**config.mk**
```make
export PLATFORM = sky130hd
export DESIGN_NAME = jet_patch_threshold_trigger
export DESIGN_NICKNAME = d
export VERILOG_FILES = /design/src/sv/jpt_pkg.sv /design/src/sv/jpt_sum_stage.sv /design/src/sv/jpt_level_stage.sv /design/src/sv/jet_patch_threshold_trigger.sv
export SDC_FILE = /design/constraint.sdc
export NUM_CORES = 1
export LEC_CHECK = 0
export BUFFER_PORTS_ARGS = -buffer_cell sky130_fd_sc_hd__buf_4
export CORE_ASPECT_RATIO = 1.1
export CORE_MARGIN = 1.5
export CORE_UTILIZATION = 62
export DETAILED_ROUTE_END_ITERATION = 12
export PLACE_DENSITY = 0.91
export SLEW_MARGIN = 10
export SYNTH_ARGS = -nofsm -noshare
export SYNTH_HDL_FRONTEND = slang
export SYNTH_SLANG_ARGS = --single-unit
export TNS_END_PERCENT = 1
```
**constraint.sdc**
```tcl
create_clock -name i_clk -period 5.1 [get_ports i_clk]
set_clock_uncertainty 0.1 [all_clocks]
set_input_delay 0.255 -clock i_clk [delete_from_list [all_inputs] [get_ports i_clk]]
set_output_delay 0.255 -clock i_clk [all_outputs]
set_load 0.01 [all_outputs]
```
**src/sv/jpt_pkg.sv**
```systemverilog
package jpt_pkg;

    localparam int unsigned NumChannels = 6;
    localparam int unsigned SumWidth    = 6;
    localparam int unsigned HighShift   = 6;
    localparam int unsigned TowerShift  = 12;
    localparam int unsigned TowerWidth  = 4;
    localparam int unsigned PatchWidth  = 9;
    localparam int unsigned LevelWidth  = 2;
    localparam int unsigned CfgIdxWidth = 2;
    localparam int unsigned CfgWidth    = 9;
    localparam int unsigned SelWidth    = 2;

    localparam logic [SumWidth-1:0] PartialMax = 6'd63;

    // Configuration register indexes.
    localparam logic [CfgIdxWidth-1:0] RegThresholdLow  = 2'd0;
    localparam logic [CfgIdxWidth-1:0] RegThresholdMid  = 2'd1;
    localparam logic [CfgIdxWidth-1:0] RegThresholdHigh = 2'd2;
    localparam logic [CfgIdxWidth-1:0] RegTowerSelect   = 2'd3;

    typedef struct packed {
        logic [15:0] channel_a;
        logic [15:0] channel_b;
        logic [15:0] channel_c;
        logic [15:0] channel_d;
        logic [15:0] channel_e;
        logic [15:0] channel_f;
    } t_in_item;

    typedef struct packed {
        logic [LevelWidth-1:0]  east_level;
        logic [LevelWidth-1:0]  middle_level;
        logic [LevelWidth-1:0]  west_level;
        logic [SumWidth-1:0]    partial_sum;
        logic [TowerWidth-1:0]  tower_bits;
        logic [NumChannels-1:0] channel_tower_flags;
        logic [PatchWidth-1:0]  east_sum;
        logic [PatchWidth-1:0]  middle_sum;
        logic [PatchWidth-1:0]  west_sum;
    } t_out_item;

    // Finished sums handed from the adder stages to the threshold stage.
    typedef struct packed {
        logic [PatchWidth-1:0]  east;
        logic [PatchWidth-1:0]  middle;
        logic [PatchWidth-1:0]  west;
        logic [SumWidth-1:0]    partial;
        logic [TowerWidth-1:0]  towers;
        logic [NumChannels-1:0] flags;
    } t_sum_item;

    typedef struct packed {
        logic [PatchWidth-1:0] thr_low;
        logic [PatchWidth-1:0] thr_mid;
        logic [PatchWidth-1:0] thr_high;
    } t_thresholds;

endpackage

```
**src/sv/jpt_sum_stage.sv**
```systemverilog
module jpt_sum_stage (
    input  logic                             i_clk,
    input  logic                             i_rst_n,
    input  logic                             i_valid,
    input  jpt_pkg::t_in_item                i_item,
    input  logic [jpt_pkg::SelWidth-1:0]     i_sel,
    output logic                             o_valid,
    output jpt_pkg::t_sum_item               o_sum
);

    logic [15:0] w_word [jpt_pkg::NumChannels];
    logic [5:0]  w_lo   [jpt_pkg::NumChannels];
    logic [5:0]  w_hi   [jpt_pkg::NumChannels];
    logic [3:0]  w_ht   [jpt_pkg::NumChannels];

    // First stage: per-channel and pairwise sums.
    logic [6:0]  r_full [jpt_pkg::NumChannels];
    logic [6:0]  r_mid  [3];
    logic [6:0]  r_podd;
    logic [5:0]  r_hi5;
    logic [3:0]  r_tow;
    logic [5:0]  r_flg;
    logic        r_v1;

    logic [3:0]  n_tow;
    logic [5:0]  n_flg;

    // Second stage: finished sums.
    jpt_pkg::t_sum_item r_sum;
    logic               r_v2;
    logic [7:0]         n_partial;

    assign w_word[0] = i_item.channel_a;
    assign w_word[1] = i_item.channel_b;
    assign w_word[2] = i_item.channel_c;
    assign w_word[3] = i_item.channel_d;
    assign w_word[4] = i_item.channel_e;
    assign w_word[5] = i_item.channel_f;

    always_comb begin
        n_tow = '0;
        n_flg = '0;
        for (int ch = 0; ch < jpt_pkg::NumChannels; ch++) begin
            w_lo[ch] = w_word[ch][jpt_pkg::SumWidth-1:0];
            w_hi[ch] = w_word[ch][jpt_pkg::HighShift +: jpt_pkg::SumWidth];
            w_ht[ch] = w_word[ch][jpt_pkg::TowerShift +: jpt_pkg::TowerWidth];
            n_tow    = n_tow | w_ht[ch];
            n_flg[ch] = w_ht[ch][i_sel];
        end
    end

    always_ff @(posedge i_clk) begin
        for (int ch = 0; ch < jpt_pkg::NumChannels; ch++) begin
            r_full[ch] <= {1'b0, w_lo[ch]} + {1'b0, w_hi[ch]};
        end
        for (int p = 0; p < 3; p++) begin
            r_mid[p] <= {1'b0, w_lo[2*p]} + {1'b0, w_lo[2*p+1]};
        end
        r_podd <= {1'b0, w_hi[1]} + {1'b0, w_hi[3]};
        r_hi5  <= w_hi[5];
        r_tow  <= n_tow;
        r_flg  <= n_flg;
    end

    assign n_partial = {1'b0, r_podd} + {2'b00, r_hi5};

    always_ff @(posedge i_clk) begin
        r_sum.east    <= {2'b00, r_full[0]} + {2'b00, r_full[2]} + {2'b00, r_full[4]};
        r_sum.west    <= {2'b00, r_full[1]} + {2'b00, r_full[3]} + {2'b00, r_full[5]};
        r_sum.middle  <= {2'b00, r_mid[0]} + {2'b00, r_mid[1]} + {2'b00, r_mid[2]};
        r_sum.partial <= (n_partial > {2'b00, jpt_pkg::PartialMax}) ? jpt_pkg::PartialMax
                                                                    : n_partial[5:0];
        r_sum.towers  <= r_tow;
        r_sum.flags   <= r_flg;
    end

    always_ff @(posedge i_clk) begin
        if (!i_rst_n) begin
            r_v1 <= 1'b0;
            r_v2 <= 1'b0;
        end else begin
            r_v1 <= i_valid;
            r_v2 <= r_v1;
        end
    end

    assign o_valid = r_v2;
    assign o_sum   = r_sum;

    // The second stage's valid bit follows the first in the next cycle.
    a_valid_travel: assert property (@(posedge i_clk) disable iff (!i_rst_n)
        r_v2 == $past(r_v1))
        else $error("sum pipeline valid bit lost or repeated");

    // Three channels of at most 126 each cannot exceed 378.
    a_sum_bound: assert property (@(posedge i_clk) disable iff (!i_rst_n)
        r_v2 |-> (r_sum.east <= 9'd378 && r_sum.west <= 9'd378 && r_sum.middle <= 9'd378))
        else $error("jet patch sum out of range");

    // A selected tower bit can only be set when some tower bit is set.
    a_flags_towers: assert property (@(posedge i_clk) disable iff (!i_rst_n)
        (r_v2 && r_sum.flags != '0) |-> r_sum.towers != '0)
        else $error("channel flag set without any tower bit");

endmodule

```
**src/sv/jpt_level_stage.sv**
```systemverilog
module jpt_level_stage (
    input  logic                  i_clk,
    input  logic                  i_rst_n,
    input  logic                  i_valid,
    input  jpt_pkg::t_sum_item    i_sum,
    input  jpt_pkg::t_thresholds  i_thr,
    output logic                  o_done,
    output jpt_pkg::t_out_item    o_result
);

    function automatic logic [jpt_pkg::LevelWidth-1:0] level_of(
        input logic [jpt_pkg::PatchWidth-1:0] sum,
        input jpt_pkg::t_thresholds           thr
    );
        logic [jpt_pkg::LevelWidth-1:0] n;
        n = {1'b0, sum > thr.thr_low} + {1'b0, sum > thr.thr_mid}
          + {1'b0, sum > thr.thr_high};
        return n;
    endfunction

    jpt_pkg::t_out_item r_result;
    logic               r_done;

    always_ff @(posedge i_clk) begin
        r_result.east_level          <= level_of(i_sum.east, i_thr);
        r_result.middle_level        <= level_of(i_sum.middle, i_thr);
        r_result.west_level          <= level_of(i_sum.west, i_thr);
        r_result.partial_sum         <= i_sum.partial;
        r_result.tower_bits          <= i_sum.towers;
        r_result.channel_tower_flags <= i_sum.flags;
        r_result.east_sum            <= i_sum.east;
        r_result.middle_sum          <= i_sum.middle;
        r_result.west_sum            <= i_sum.west;
    end

    always_ff @(posedge i_clk) begin
        if (!i_rst_n) begin
            r_done <= 1'b0;
        end else begin
            r_done <= i_valid;
        end
    end

    assign o_done   = r_done;
    assign o_result = r_result;

endmodule

```
**src/sv/jet_patch_threshold_trigger.sv**
```systemverilog
// Jet patch threshold trigger.
//
// Input channel: drive six channel words on i_item and raise i_start for one
// cycle per item. o_busy is always low, so an item is taken on every clock
// edge at which i_start is high; a new item may follow in every cycle.
// Output channel: o_done pulses for exactly one cycle while o_result holds
// the levels, sums and tower flags of one item. The receiver cannot hold
// results off, and results come out in the order the items went in.
// Throughput is one item per cycle. Each item passes through the three
// register stages in order: channel pair sums, patch sums with saturation
// of the partial sum, and the threshold compares with the output register.
// Configuration: i_cfg_we writes i_cfg_data into register i_cfg_idx on the
// clock edge (0..2 are the three thresholds, 3 the tower bit select). The
// thresholds are sampled in the last stage and the select in the first, so
// write them only while no item is in flight.
// Reset (i_rst_n low, synchronous) clears all thresholds and the select to
// zero and drops every item still in the pipeline.
module jet_patch_threshold_trigger (
    input  logic                                i_clk,
    input  logic                                i_rst_n,
    input  logic                                i_start,
    output logic                                o_busy,
    input  jpt_pkg::t_in_item                   i_item,
    output logic                                o_done,
    output jpt_pkg::t_out_item                  o_result,
    input  logic                                i_cfg_we,
    input  logic [jpt_pkg::CfgIdxWidth-1:0]     i_cfg_idx,
    input  logic [jpt_pkg::CfgWidth-1:0]        i_cfg_data
);

    jpt_pkg::t_thresholds             r_thr;
    logic [jpt_pkg::SelWidth-1:0]     r_sel;

    logic                             w_sum_valid;
    jpt_pkg::t_sum_item               w_sum;

    // Configuration registers; the index covers exactly the four registers.
    always_ff @(posedge i_clk) begin
        if (!i_rst_n) begin
            r_thr <= '0;
            r_sel <= '0;
        end else if (i_cfg_we) begin
            case (i_cfg_idx)
                jpt_pkg::RegThresholdLow:  r_thr.thr_low  <= i_cfg_data;
                jpt_pkg::RegThresholdMid:  r_thr.thr_mid  <= i_cfg_data;
                jpt_pkg::RegThresholdHigh: r_thr.thr_high <= i_cfg_data;
                jpt_pkg::RegTowerSelect:   r_sel <= i_cfg_data[jpt_pkg::SelWidth-1:0];
                default: ;
            endcase
        end
    end

    // The pipeline never stalls, so it is always ready for the next item.
    assign o_busy = 1'b0;

    jpt_sum_stage u_sum (
        .i_clk   (i_clk),
        .i_rst_n (i_rst_n),
        .i_valid (i_start),
        .i_item  (i_item),
        .i_sel   (r_sel),
        .o_valid (w_sum_valid),
        .o_sum   (w_sum)
    );

    jpt_level_stage u_level (
        .i_clk    (i_clk),
        .i_rst_n  (i_rst_n),
        .i_valid  (w_sum_valid),
        .i_sum    (w_sum),
        .i_thr    (r_thr),
        .o_done   (o_done),
        .o_result (o_result)
    );

endmodule

```
==> flow_metrics.tcl <==
set metrics [dict create \
    die_w_microns 128 \
    finalCritPeriodShare 0.529 \
    drt-initial-drc-count 743 \
    post_dp_cell_area_sq_um 12100 \
    drive_above_1_share 0.162 \
    grt_max_degree 33 \
    n_fill_cell 957 \
    grt.met1_usage 0.333 \
    synth_area_leaders "dfxtp_1 (39%), ha_1 (22%), a21oi_1 (4.2%)" \
    post-route-min-period_ns 2.70 \
    ys_warn_count 0 \
    hpwl_microns 19900 \
    portBuffers 160 \
    fin_ws_ns 2.40 \
    place_inst 1421 \
    yosys_most_used_dff "dfxtp_1" \
    cts_hold_buffers 65 \
    overflow 0 \
    hold_viol 0 \
    synth_edf_count 0 \
    fin_area_sq_um 13500 \
    area_growth_pct 26.7 \
    clock_path_buffers 3 \
    cts_made_buffers 21 \
    path_cells "ha_1, fa_1, a21o_1, a21oi_1, o21bai_1, a21oi_1, xnor2_1, ha_1, o21ai_0, o21bai_1, xor2_1" \
    postCtsSetupRepairBufs 0 \
    drv_slew 0 \
    path_delay_family "compound AO/OA/AOI/OAI gates" \
    cp_slowest_cell "fa_1" \
    synth_top_area_frac 0.394 \
    timing.critical_path.arrival_ns 2.99 \
    synth_commonest_cells "dfxtp_1 (210), ha_1 (189), a21oi_1 (90), inv_1 (86), nand2_1 (56)" \
    vias 8757 \
    nNetsFinal 1596 \
    power_mw 6.92 \
    start_kind "flop" \
    synth_cell_types 40 \
    drc 0 \
    worstPathRequired_ns 5.39 \
    grt_setup_unrepaired "no" \
    cts_tree "built" \
    ys_ff_latch 210 \
    critPathMaxFanout 2 \
    grt_pass1_vias 9418 \
    power_leakage_nw 6.33 \
    grt_use_total 0.326 \
    hp-class "in2reg" \
    crit_type "reg2reg" \
    path_clk_slew_ns 0.07 \
    worstPathBufferInverterCount 0 \
    cts_resized 0 \
    slowest_delay_ns 0.41 \
    routedWlPerCell_microns 19.3 \
    irDropWorstVdd_uv 372 \
    multi_input_area_sq_um 6110 \
    yosysMostFrequentCell "dfxtp_1" \
    slew_headroom 0.217 \
    final_util 0.798 \
    fin_tns_setup_ns 0 \
    power_density_nw_per_um2 512 \
    syn_nets 1356 \
    fmax_mhz 370 \
    worst_pin_slew_ns 1.17 \
    status "completed" \
    synth_cells 1036 \
    antenna_left 0 \
    cts_root_buf "clkbuf_16" \
    async_flop_share 0 \
    grt_pass1_wl_microns 45700 \
    gp_congestion 0.935 \
    dr.pass1.iters 5 \
    maxCapViolations 0 \
    drt_wl_total_microns 29500 \
    end_kind "flop" \
    via_per_inst 5.74 \
    gr-usage-met2 0.594 \
    synth.avg_cell_area_sq_um 10.3 \
    core_sq_um 17000 \
    initial_core_util 0.630 \
    ios 162 \
    grt.met3_usage 0.0611 \
    whs_ns 0.0141 \
    clock_latency_ns 0.51 \
    die_height_microns 141 \
    htree_levels 1 \
    synth.largest_area_cell "dfxtp_1" \
    finalSetupViolCount 0 \
    stdcell_count 1525 \
    post-place-ws_ns 2.43 \
    antenna_found_initial 0 \
    fp-row-count 50 \
    top_usage_layer "met2" \
    ys_seq_area_frac 0.394 \
    dieArea_sq_um 18000 \
    synthesis.area_sq_um 10700 \
    seq_area_sq_um 4200 \
    cts_sinks 210 \
]
[cell type report]
cell class,instances,share of cell area
inverters,86,0.0239
flip-flops and latches,210,0.311
well taps,234,0.0217
clock buffers,25,0.0429
multi-input cells,731,0.452
repair buffers,226,0.138
diodes,1,0.000185
clock inverters,12,0.0110
[per-layer routing]
| layer | vias up | wire [microns] |
|---|---|---|
| met5 | - | 0 |
| met3 | 157 | 1950 |
| met1 | 4030 | 10600 |
| li1 | 4120 | - |
| met4 | 0 | 2060 |
| met2 | 450 | 14800 |
[sequential cells by signal (all words and copies together), names as in the netlist]
signal	cells
u_sum.r_flg	6
u_sum.r_v1	1
u_sum.r_tow	4
u_sum.r_full	42
u_level.o_done	1
r_sel	2
u_sum.o_sum	43
u_level.o_result	49
u_sum.r_mid	21
u_sum.r_podd	7
u_sum.o_valid	1
r_thr	27
u_sum.r_hi5	6
[path summary, 6_finish.rpt]
| kind | slack [ns] | cells past startpoint | end | startpoint |
|---|---|---|---|---|
| worst max-delay path | 2.40 | 11 | u_sum.o_sum[41] | u_sum.r_full[2][0] |
| worst min register to register | 0.22 | 0 | u_sum.o_sum[4] | u_sum.r_flg[4] |
| worst max register to register | 2.40 | 11 | u_sum.o_sum[41] | u_sum.r_full[2][0] |
| worst min-delay path | 0.01 | 3 | u_sum.r_full[4][4] | i_item[26] |
[cell usage in the layout, fill, tap and decap left out, types with 23 or more instances in the layout]
master and instances:
a21boi_0 23, a21o_1 45, a21oi_1 90, buf_4 160, dfxtp_1 210, dlygate4sd3_1 66
ha_1 189, inv_1 86, nand2_1 56, nor2_1 47, o21ai_0 30, o21bai_1 30
xnor2_1 51
[worst register-to-register path, cell delays in order, from the launching register on]
cell	delay, ns
dfxtp_1	0.32
ha_1	0.24
fa_1	0.41
a21o_1	0.17
a21oi_1	0.24
o21bai_1	0.09
a21oi_1	0.19
xnor2_1	0.15
ha_1	0.26
o21ai_0	0.14
o21bai_1	0.13
xor2_1	0.14
[logic make-up (layout without fill, tap and decap cells)]
kind of cell             after synthesis  in the layout  share of synthesized area
flip-flops                           210            210                      0.394
other                                  1              2                   0.000351
AND/OR/NAND/NOR                      174            174                     0.0756
adder cells (fa/ha/maj)              209            209                      0.259
XOR/XNOR                              72             72                     0.0591
AO/OA/AOI/OAI                        265            265                      0.162
multiplexers                          10             10                     0.0164
buffers and inverters                 95            349                     0.0340
[where the power goes]
| group | switching (mW) | leakage, nW | total (mW) | internal, mW |
|---|---|---|---|---|
| clock network | 0.660 | 0.362 | 1.63 | 0.968 |
| logic | 1.51 | 4.21 | 2.93 | 1.42 |
| registers | 0.298 | 1.76 | 2.36 | 2.06 |
(Power assumes the default switching activity.)
